[config.mk]
export PLATFORM = sky130hd
export DESIGN_NAME = hml_ctrl
export DESIGN_NICKNAME = d
export VERILOG_FILES = /design/src/sv/hml_pkg.sv /design/src/sv/hml_ctrl.sv
export SDC_FILE = /design/constraint.sdc
export NUM_CORES = 1
export LEC_CHECK = 0
export ABC_AREA = 1
export BUFFER_PORTS_ARGS = -buffer_cell sky130_fd_sc_hd__buf_2
export CAP_MARGIN = 20
export CORE_AREA = 2 2 39 41
export DETAILED_ROUTE_END_ITERATION = 8
export DIE_AREA = 0 0 41 43
export PLACE_DENSITY_LB_ADDON = 0.2
export SETUP_SLACK_MARGIN = 0.05
export SLEW_MARGIN = 20
export SYNTH_ARGS = -nofsm -noshare
export SYNTH_HDL_FRONTEND = slang
export SYNTH_SLANG_ARGS = --single-unit
[constraint.sdc]
create_clock -name clk -period 1.35 [get_ports clk]
set_input_delay 0.135 -clock clk [delete_from_list [all_inputs] [get_ports clk]]
set_output_delay 0.135 -clock clk [all_outputs]
set_load 0.02 [all_outputs]
[src/sv/hml_pkg.sv]
package hml_pkg;

  typedef enum logic [1:0] {
    OP_LOAD_EQ  = 2'd0,
    OP_LOAD_REF = 2'd1,
    OP_BUILD    = 2'd2,
    OP_MAP      = 2'd3
  } hml_op_t;

  typedef enum logic {
    KIND_BUILD_DONE = 1'b0,
    KIND_MAPPED     = 1'b1
  } hml_kind_t;

  typedef enum logic [2:0] {
    CNT_HOLD,
    CNT_ZERO,
    CNT_TOP,
    CNT_INC,
    CNT_DEC
  } hml_cnt_op_t;

  typedef struct packed {
    logic        load_eq;
    logic        load_ref;
    logic        map_eq;
    logic        map_inv;
    logic        clr_en;
    logic        scan_rd;
    logic        fill_rd;
    logic        prev_clr;
    logic        out_load;
    hml_kind_t   out_kind;
    hml_cnt_op_t cnt_op;
  } hml_cmd_t;

  typedef struct packed {
    logic cnt_last;
    logic cnt_zero;
    logic out_free;
  } hml_status_t;

endpackage

[src/sv/hml_ctrl.sv]
module hml_ctrl (
  input  logic                clk,
  input  logic                rst,
  input  logic                in_valid,
  input  logic [1:0]          in_op,
  output logic                in_ready,
  input  hml_pkg::hml_status_t status,
  output hml_pkg::hml_cmd_t    cmd
);
  import hml_pkg::*;

  typedef enum logic [3:0] {
    S_IDLE,
    S_MAP_INV,
    S_MAP_OUT,
    S_CLEAR,
    S_SCAN,
    S_SCAN_END,
    S_FILL,
    S_FILL_END,
    S_DONE
  } state_t;

  state_t state, state_next;
  hml_op_t op;

  assign op = hml_op_t'(in_op);

  always_comb begin
    state_next = state;
    in_ready   = 1'b0;
    cmd        = '0;
    cmd.cnt_op = CNT_HOLD;
    cmd.out_kind = KIND_BUILD_DONE;
    unique case (state)
      S_IDLE: begin
        in_ready = 1'b1;
        if (in_valid) begin
          unique case (op)
            OP_LOAD_EQ:  cmd.load_eq = 1'b1;
            OP_LOAD_REF: cmd.load_ref = 1'b1;
            OP_BUILD: begin
              cmd.cnt_op = CNT_ZERO;
              state_next = S_CLEAR;
            end
            OP_MAP: begin
              cmd.map_eq = 1'b1;
              state_next = S_MAP_INV;
            end
            default: ;
          endcase
        end
      end
      S_MAP_INV: begin
        cmd.map_inv = 1'b1;
        state_next  = S_MAP_OUT;
      end
      S_MAP_OUT: begin
        if (status.out_free) begin
          cmd.out_load = 1'b1;
          cmd.out_kind = KIND_MAPPED;
          state_next   = S_IDLE;
        end
      end
      S_CLEAR: begin
        cmd.clr_en = 1'b1;
        if (status.cnt_last) begin
          cmd.cnt_op = CNT_TOP;
          state_next = S_SCAN;
        end else begin
          cmd.cnt_op = CNT_INC;
        end
      end
      S_SCAN: begin
        cmd.scan_rd = 1'b1;
        if (status.cnt_zero) begin
          state_next = S_SCAN_END;
        end else begin
          cmd.cnt_op = CNT_DEC;
        end
      end
      S_SCAN_END: begin
        cmd.cnt_op   = CNT_ZERO;
        cmd.prev_clr = 1'b1;
        state_next   = S_FILL;
      end
      S_FILL: begin
        cmd.fill_rd = 1'b1;
        if (status.cnt_last) begin
          state_next = S_FILL_END;
        end else begin
          cmd.cnt_op = CNT_INC;
        end
      end
      S_FILL_END: state_next = S_DONE;
      S_DONE: begin
        if (status.out_free) begin
          cmd.out_load = 1'b1;
          cmd.out_kind = KIND_BUILD_DONE;
          state_next   = S_IDLE;
        end
      end
      default: state_next = S_IDLE;
    endcase
  end

  always_ff @(posedge clk) begin
    if (rst) begin
      state <= S_IDLE;
    end else begin
      state <= state_next;
    end
  end

endmodule

==> impl_metrics.ini, run 1 <==
[outcome]
status = finished with violations
violations = setup timing

[yosys]
yosysMostFrequentCell = nand2_1
ys_ff_latch = 4
synthTopCellsByCount = 16 x nand2_1, 14 x inv_1, 9 x nor2_1
synth.largest_area_cell = dfxtp_1
yosysUniqueCellTypes = 20
synthTopCellsByArea = dfxtp_1 18%, nand2_1 13%, inv_1 12%
synthArstFlopShare = 0
avgSynthCellArea_sq_um = 5.73
synth_edf_count = 0
syn-instance-count = 79
syn-cell-area_sq_um = 453
yosysSeqAreaShare = 0.177
synth_warnings = 0
ys.flop_type = dfxtp_1
yosysTopAreaCellShare = 0.177
synth_fp_nets = 87

[worst_hold_path]
hp-start = rst
hp-class = input pin to flip-flop

[die]
die_area_sq_um = 1760
rows = 14
ios = 22
die_w_um = 41
die_h_um = 43
start_util = 0.327
core-area_sq_um = 1380

[global_route]
grtUsageTotal = 0.159
antenna_found_initial = 0
first_global_vias = 482
grt_pass1_wl_um = 1950
grt-ovfl-total = 0
grt_start_max_net_pins = 8

[clock_network]
clk_root_buffer_cell = clkbuf_4
cts_tree = done
cts_buffers = 3
clk_pin_slew_worst_paths_ns = 0.04
htreeDepth = 1
clock_sinks = 4
clk_latency_ns = 0.24
clockBufferDepth = 2

[placed_design]
placed_area_sq_um = 679
hpwlAfterDp_um = 997
numPortBuffers = 21
gp_congestion = 0.730
numPlacedInstances = 120

[drt]
drcViolationCount = 0
dr_total_vias = 607
dr.first_iter.drc_count = 6
drtPass1Iterations = 4
vias_per_cell = 4.71
routedWlPerCell_um = 11.0
wl_um = 1410
ant_nets = 0

[finish]
fillCellCount = 136
top_register = state
layout.cells.non_filler = 129
finalInstanceArea_sq_um = 901
largest_reg_flops = 4
area_growth_pct = 98.9
diodes = 0
multi_input_area_sq_um = 413
drive_gt1_frac = 0.655
seq_area_sq_um = 92.6
top_regs = state (4)
final_nets = 123

[power_and_ir_drop]
max-vdd-ir-drop_uv = 1160
power_density_nw_per_um2 = 2060
power_leakage_nw = 0.493

[timing]
setup_violations = 6
grt_setup_unrepaired = true
slew-limit-headroom = 0.833
fin_crit_sh = 1.13
slew_viol_final = 0
hold_viol_final = 0
fmax_ghz = 0.657
period_needed_ns = 1.52
timing.final.ws_setup_ns = -0.172
worst_pin_slew_ns = 0.250
clock_skew_ns = 0.000132

[critical_path]
critPathKind = flip-flop to output port
timing.critical_path.from = state[3]
worstSetupStartpointType = flip-flop
arrival_ns = 1.39
r2r-start = state[0]
critPathRequiredTime_ns = 1.22
end_kind = output port
path_max_fanout = 3

[flow_run]
drv_cap = 0
## logic make-up (layout without fill, tap and decap cells)
group / after synthesis / after routing / share of synthesized area
and+or+nand+nor: 48 / 48 / 0.561
DFF: 4 / 4 / 0.177
AOI/OAI and AO/OA: 7 / 7 / 0.0967
buffers and inverters: 20 / 54 / 0.166
## through the flow
| stage | hold slack (ns) | utilization | worst slack [ns] | total power [mW] | setup TNS [ns] |
|---|---|---|---|---|---|
| floorplan | 0.305 | - | -0.00766 | 1.00 | -0.00766 |
| global placement | 0.429 | 0.491 | 0.0344 | 1.29 | 0 |
| detailed placement | 0.437 | 0.491 | 0.0208 | 1.30 | 0 |
| CTS | 0.187 | 0.606 | -0.157 | 1.71 | -0.700 |
| global route | 0.209 | 0.651 | -0.227 | 2.00 | -1.26 |
| finish | 0.199 | 0.651 | -0.172 | 1.86 | -0.750 |
## area by class of cell
class | instances | area share
Clock buffer | 3 | 0.0250
Timing Repair Buffer | 31 | 0.308
Tap cell | 16 | 0.0222
Inverter | 20 | 0.0833
Sequential cell | 4 | 0.103
Multi-Input combinational cell | 55 | 0.458
## critical path, cell delays in order, from the launching register on
cell     delay, ns
dfxtp_2       0.33
nor2_4        0.15
inv_2         0.07
nor2_4        0.14
nand2_4       0.08
o31ai_4       0.24
buf_6         0.14
## path summary, 6_finish.rpt
path              slack, ns  cells past startpoint  endpoint
setup / recovery      -0.17                      6    cmd[0]
hold / removal         0.20                      4  state[0]
setup reg to reg       0.09                      9  state[1]
hold reg to reg        0.57                      4  state[2]
## cell usage in the layout, fill, tap and decap left out, drive strengths merged
cell and instances:
a21oi 2, buf 31, clkbuf 3, clkinv 1, dfxtp 4, inv 19, nand2 21, nand3 5
nand4 1, nor2 17, nor3 4, o21ai 3, o22ai 1, o31ai 1
## layer usage
layer	vias to the layer above	track usage	wire length, um
met5	-	0	0
li1	309	-	-
met2	18	0.244	731
met4	0	0.0400	57
met3	6	0.0471	57
met1	274	0.210	568
## where the power goes
group          leakage, nW  internal (mW)  switching [mW]
clock network       0.0138         0.0994          0.0488
registers           0.0354          0.183          0.0845
logic                0.443          0.651           0.793
## repair_timing
action / 4_1_cts / 5_1_grt
pin swaps: 6 / 2
resized for setup: 32 / 17
hold buffers: 0 / 0
endpoints found under the setup margin: 8 / 18
setup buffers: 6 / 1
No activity file was read; power rests on OpenSTA's default activity.
==> inputs of run 2 (changes only) <==
==> constraint.sdc (replaced) <==
create_clock -name clk -period 1.5 [get_ports clk]
set_input_delay 0.3 -clock clk [delete_from_list [all_inputs] [get_ports clk]]
set_output_delay 0.3 -clock clk [all_outputs]
set_load 0.02 [all_outputs]
==> run 2 against run 1 <==
The flow still finishes with violations (setup timing). Utilization increased by 7.8 points. Sequential power decreased by 13%. Via count increased by 5.3%. Worst hold slack improved by 0.16 ns. Count of clock-buffer cells in the layout unchanged. First-iteration DRC count decreased by 67%. Critical path depth increased by 1. Register-to-register slack got worse by 0.06 ns. Non-clock buffer count increased by 4. Critical path type unchanged.
==> impl_metrics.ini, run 2 (same netlist as run 1, synthesis figures left out) <==
[timing]
timing.final.ws_setup_ns = -0.176
hold_viol_final = 0
setup_tns_ns = -0.712
fmax_ghz = 0.597
fin_crit_sh = 1.12
holdWs_ns = 0.361
setup_violations = 5
clock_skew_ns = 0.00384
worst_pin_slew_ns = 0.261
grt_setup_unrepaired = true
slew_viol_final = 0
slew-limit-headroom = 0.826
period_needed_ns = 1.68

[global_route]
grt-ovfl-total = 0
grtUsageTotal = 0.196
antenna_found_initial = 0
grt_start_max_net_pins = 8
grt_pass1_wl_um = 2350
first_global_vias = 582

[placed_design]
numPlacedInstances = 121
hpwlAfterDp_um = 1000
gp_congestion = 0.733
placed_area_sq_um = 687
numPortBuffers = 21

[critical_path]
end_kind = output port
path_max_fanout = 4
arrival_ns = 1.38
crit_cells = 7
crit_path_max_incr_delay_ns = 0.36
crit_family = flip-flops
crit_slowest_cell = dfxtp_4
critPathRequiredTime_ns = 1.20
path_common_cell = nand2_4
cp_cell_sequence = nand2_1 > clkinv_2 > nand2_4 > nand2_4 > a21oi_2 > o31ai_4 > buf_6
critPathKind = flip-flop to output port
path_buf_inv = 2
rr_worst_depth = 11
worstSetupStartpointType = flip-flop

[die]
die_h_um = 43
die_w_um = 41
start_util = 0.327
ios = 22
core-area_sq_um = 1380
die_area_sq_um = 1760
rows = 14

[finish]
finalInstanceArea_sq_um = 1010
final_nets = 127
final_cell_mix = 17 x buf_6, 11 x inv_2, 9 x buf_4
top_register = state
area_growth_pct = 123
fillCellCount = 100
top_regs = state (4)
seq_area_sq_um = 95.1
multi_input_area_sq_um = 475
drive_gt1_frac = 0.778
final_common_cell = buf_6
largest_reg_flops = 4
diodes = 0
layout.cells.non_filler = 133

[drt]
vias_per_cell = 4.80
drcViolationCount = 0
dr_total_vias = 639
dr.first_iter.drc_count = 2
drtPass1Iterations = 3
wl_um = 1670
ant_nets = 0
routedWlPerCell_um = 12.5

[outcome]
violations = setup timing
status = finished with violations

[clock_network]
clockBufferDepth = 2
clk_pin_slew_worst_paths_ns = 0.04
cts_buffers = 3
clk_root_buffer_cell = clkbuf_4
cts_tree = done
clk_latency_ns = 0.24
htreeDepth = 1
clock_sinks = 4

[power_and_ir_drop]
power_density_nw_per_um2 = 1850
max-vdd-ir-drop_uv = 1090
power_leakage_nw = 0.528

[worst_hold_path]
hp-class = input pin to flip-flop
min_path_cells = 4

[flow_run]
drv_cap = 0
==> run 2: changes by cell type in the layout (fill, tap and decap cells not counted), moves of 2 or more <==
cell / previous run / this run
buf_6: 14 / 17
inv_1: 12 / 8
inv_2: 7 / 11
nand2_1: 11 / 8
nand2_4: 4 / 6
nor2_1: 8 / 4
nor2_4: 5 / 8
==> run 2: path summary, 6_finish.rpt <==
path,start,endpoint,slack (ns)
setup / recovery,state[1],cmd[0],-0.18
hold reg to reg,state[3],state[3],0.60
setup reg to reg,state[1],state[2],0.03
hold / removal,rst,state[1],0.36
==> run 2: routing by layer <==
metal	vias to the layer above	GRT usage	wire length (um)
met2	16	0.313	960
met4	0	0.100	63
met3	6	0.0366	47
met5	-	0	0
li1	321	-	-
met1	296	0.235	595
==> run 2: metrics by stage <==
| stage | worst slack, ns | utilization | power [mW] |
|---|---|---|---|
| floorplan | -0.0227 | - | 0.903 |
| global placement | 0.0188 | 0.496 | 1.17 |
| detailed placement | 0.00224 | 0.496 | 1.18 |
| CTS | -0.169 | 0.630 | 1.59 |
| global route | -0.254 | 0.729 | 1.99 |
| finish | -0.176 | 0.729 | 1.86 |
==> run 2: worst reg2reg max path, cell delays in order (launching register included) <==
cell and delay [ns]:
dfxtp_4 0.36, nand2_1 0.13, clkinv_2 0.10, nand2_4 0.09, nand2_4 0.05, buf_4 0.13, buf_4 0.13, nand2_4 0.06
nand3_4 0.13, nand2_2 0.10, inv_2 0.03, nor2_2 0.09
==> run 2: power by group <==
part	switching, mW	internal, mW
Clock	0.0474	0.0897
Sequential	0.0656	0.166
Combinational	0.835	0.658
Total	0.948	0.913
==> run 2: timing repair <==
item | in CTS | in global routing
hold endpoints to repair | 0 | 0
pin swaps | 9 | 5
setup buffers | 6 | 4
hold buffers | 0 | 0
resized for setup | 42 | 30
endpoints found under the setup margin | 10 | 18
==> run 2: cell type report <==
cell class / instances / area share
clock buffer: 3 / 0.0223
inverter: 20 / 0.0757
multi-input combinational: 55 / 0.471
sequential: 4 / 0.0943
tap: 16 / 0.0199
timing repair buffer: 35 / 0.316
==> inputs of run 3 (changes only) <==
--- a/config.mk
+++ b/config.mk
@@ -11,7 +11,6 @@
 export CORE_AREA = 2 2 39 41
 export DETAILED_ROUTE_END_ITERATION = 8
 export DIE_AREA = 0 0 41 43
-export PLACE_DENSITY_LB_ADDON = 0.2
 export SETUP_SLACK_MARGIN = 0.05
 export SLEW_MARGIN = 20
 export SYNTH_ARGS = -nofsm -noshare
==> run 3 against run 2 <==
The run still ends with setup timing left. Via count fell by 1.9%. Clock power about the same. Sequential cell count unchanged. Utilization fell by 2.7 points. Count of clock-buffer cells in the layout unchanged. Non-clock buffer count increased by 3. Wire length shrank 9.4%. Worst hold slack lost 0.012 ns. Clock skew about the same. Sequential power barely moved. Largest power group unchanged.
==> impl_metrics.ini, run 3 (same netlist as run 1, synthesis figures left out) <==
[timing]
setup_violations = 8
setup_tns_ns = -0.851
slew_viol_final = 0
hold_viol_final = 0
period_needed_ns = 1.67
fmax_ghz = 0.600
slew-limit-headroom = 0.820
grt_setup_unrepaired = true
worst_pin_slew_ns = 0.270
clock_skew_ns = 0.00420
holdWs_ns = 0.349
timing.final.ws_setup_ns = -0.168
fin_crit_sh = 1.11

[critical_path]
path_max_fanout = 3
rr_worst_depth = 11
r2r_slack_ns = 0.10
critPathKind = flip-flop to output port
path_buf_inv = 3
cp_cell_sequence = nor2_4 > inv_2 > nor2_4 > nand2_4 > buf_12 > nor3_4 > buf_6
worstSetupStartpointType = flip-flop
critPathRequiredTime_ns = 1.20
r2r-start = state[1]
path_common_cell = nor2_4
arrival_ns = 1.37
crit_path_max_incr_delay_ns = 0.34
end_kind = output port
crit_family = simple AND/OR/NAND/NOR gates
r2r-end = state[1]
crit_slowest_cell = dfxtp_2

[clock_network]
clk_pin_slew_worst_paths_ns = 0.04
clk_latency_ns = 0.24
clock_sinks = 4
clk_root_buffer_cell = clkbuf_4
htreeDepth = 1
cts_tree = done
cts_buffers = 3
holdBufCountCts = 0
clockBufferDepth = 2

[power_and_ir_drop]
power_leakage_nw = 0.522
max-vdd-ir-drop_uv = 966
power_density_nw_per_um2 = 1900

[global_route]
grt_start_max_net_pins = 8
grtUsageTotal = 0.189
grt-ovfl-total = 0
antenna_found_initial = 0
grt_pass1_wl_um = 2240
first_global_vias = 552

[outcome]
violations = setup timing
status = finished with violations

[finish]
top_register = state
largest_reg_flops = 4
drive_gt1_frac = 0.725
diodes = 0
top_regs = state (4)
final_common_cell = buf_4
fillCellCount = 121
area_growth_pct = 114
fin_util = 0.702
final_nets = 130
final_cell_mix = 17 x buf_4, 12 x inv_1, 12 x buf_6

[worst_hold_path]
hp-start = rst
holdPathEnd = state[1]
hp-class = input pin to flip-flop
min_path_cells = 4

[drt]
ant_nets = 0
vias_per_cell = 4.61
routedWlPerCell_um = 11.1
drtPass1Iterations = 4
dr_total_vias = 627
dr.first_iter.drc_count = 14
drcViolationCount = 0
wl_um = 1510

[die]
die_w_um = 41
die_area_sq_um = 1760
die_h_um = 43
core-area_sq_um = 1380
ios = 22
rows = 14
start_util = 0.327

[placed_design]
gp_congestion = 0.746
numPortBuffers = 21
hpwlAfterDp_um = 1000

[flow_run]
drv_cap = 0
[run 3: changes by cell type in the layout (fill, tap and decap cells not counted), moves of 2 or more]
| cell | before | now |
|---|---|---|
| nand2_4 | 6 | 3 |
| buf_4 | 9 | 17 |
| inv_2 | 11 | 7 |
| nor2_4 | 8 | 5 |
| inv_1 | 8 | 12 |
| nor2_2 | 5 | 8 |
| buf_6 | 17 | 12 |
| nand2_1 | 8 | 10 |
[run 3: final cells by class]
type | instances | area [sq um] | area share
Inverter | 20 | 76.3 | 0.0786
Sequential cell | 4 | 92.6 | 0.0954
Timing Repair Buffer | 38 | 323 | 0.332
Clock buffer | 3 | 22.5 | 0.0232
Tap cell | 16 | 20.0 | 0.0206
Multi-Input combinational cell | 55 | 437 | 0.450
[run 3: through the flow]
| stage | cell area (sq um) | power [mW] | std cells | setup WS [ns] |
|---|---|---|---|---|
| after floorplan | 512 | 0.903 | 79 | -0.0227 |
| after global placement | 694 | 1.19 | 122 | 0.0352 |
| after detailed placement | 694 | 1.20 | 122 | 0.0101 |
| after CTS | 861 | 1.59 | 132 | -0.155 |
| after global routing | 971 | 1.97 | 136 | -0.229 |
| final | 971 | 1.84 | 136 | -0.168 |
[run 3: how the worst max path moves through the flow]
| stage | start | endpoint | slack, ns | cells after the start |
|---|---|---|---|---|
| final | state[3] | cmd[12] | -0.17 | 7 |
| after global routing | state[3] | cmd[12] | -0.23 | 7 |
| after CTS | state[0] | cmd[12] | -0.15 | 7 |
| after detailed placement | state[2] | cmd[0] | 0.01 | 6 |
| after global placement | state[2] | cmd[0] | 0.04 | 6 |
| after floorplan | state[2] | cmd[0] | -0.02 | 5 |
[run 3: metal layers]
| layer | wire (um) | share of wire | up-vias | track usage |
|---|---|---|---|---|
| li1 | - | - | 325 | - |
| met1 | 566 | 0.37 | 283 | 0.226 |
| met2 | 853 | 0.56 | 15 | 0.294 |
| met3 | 66 | 0.044 | 4 | 0.0785 |
| met4 | 24 | 0.016 | 0 | 0.0600 |
| met5 | 0 | 0 | - | 0 |
[run 3: what timing repair did]
| item | 4_1_cts | 5_1_grt |
|---|---|---|
| setup endpoints to repair | 12 | 14 |
| pin swaps | 8 | 6 |
| cloned | 0 | 0 |
| setup buffers | 7 | 5 |
| gates resized for setup | 32 | 21 |
[run 3: worst min-delay path: stages]
cell and delay, ns:
buf_2 0.07, inv_1 0.06, nand2_1 0.07, nor2_1 0.04
[run 3: where the power goes]
part,switching (mW),internal [mW]
Combinational,0.780,0.694
Sequential,0.0693,0.164
Clock,0.0466,0.0896
Total,0.896,0.948
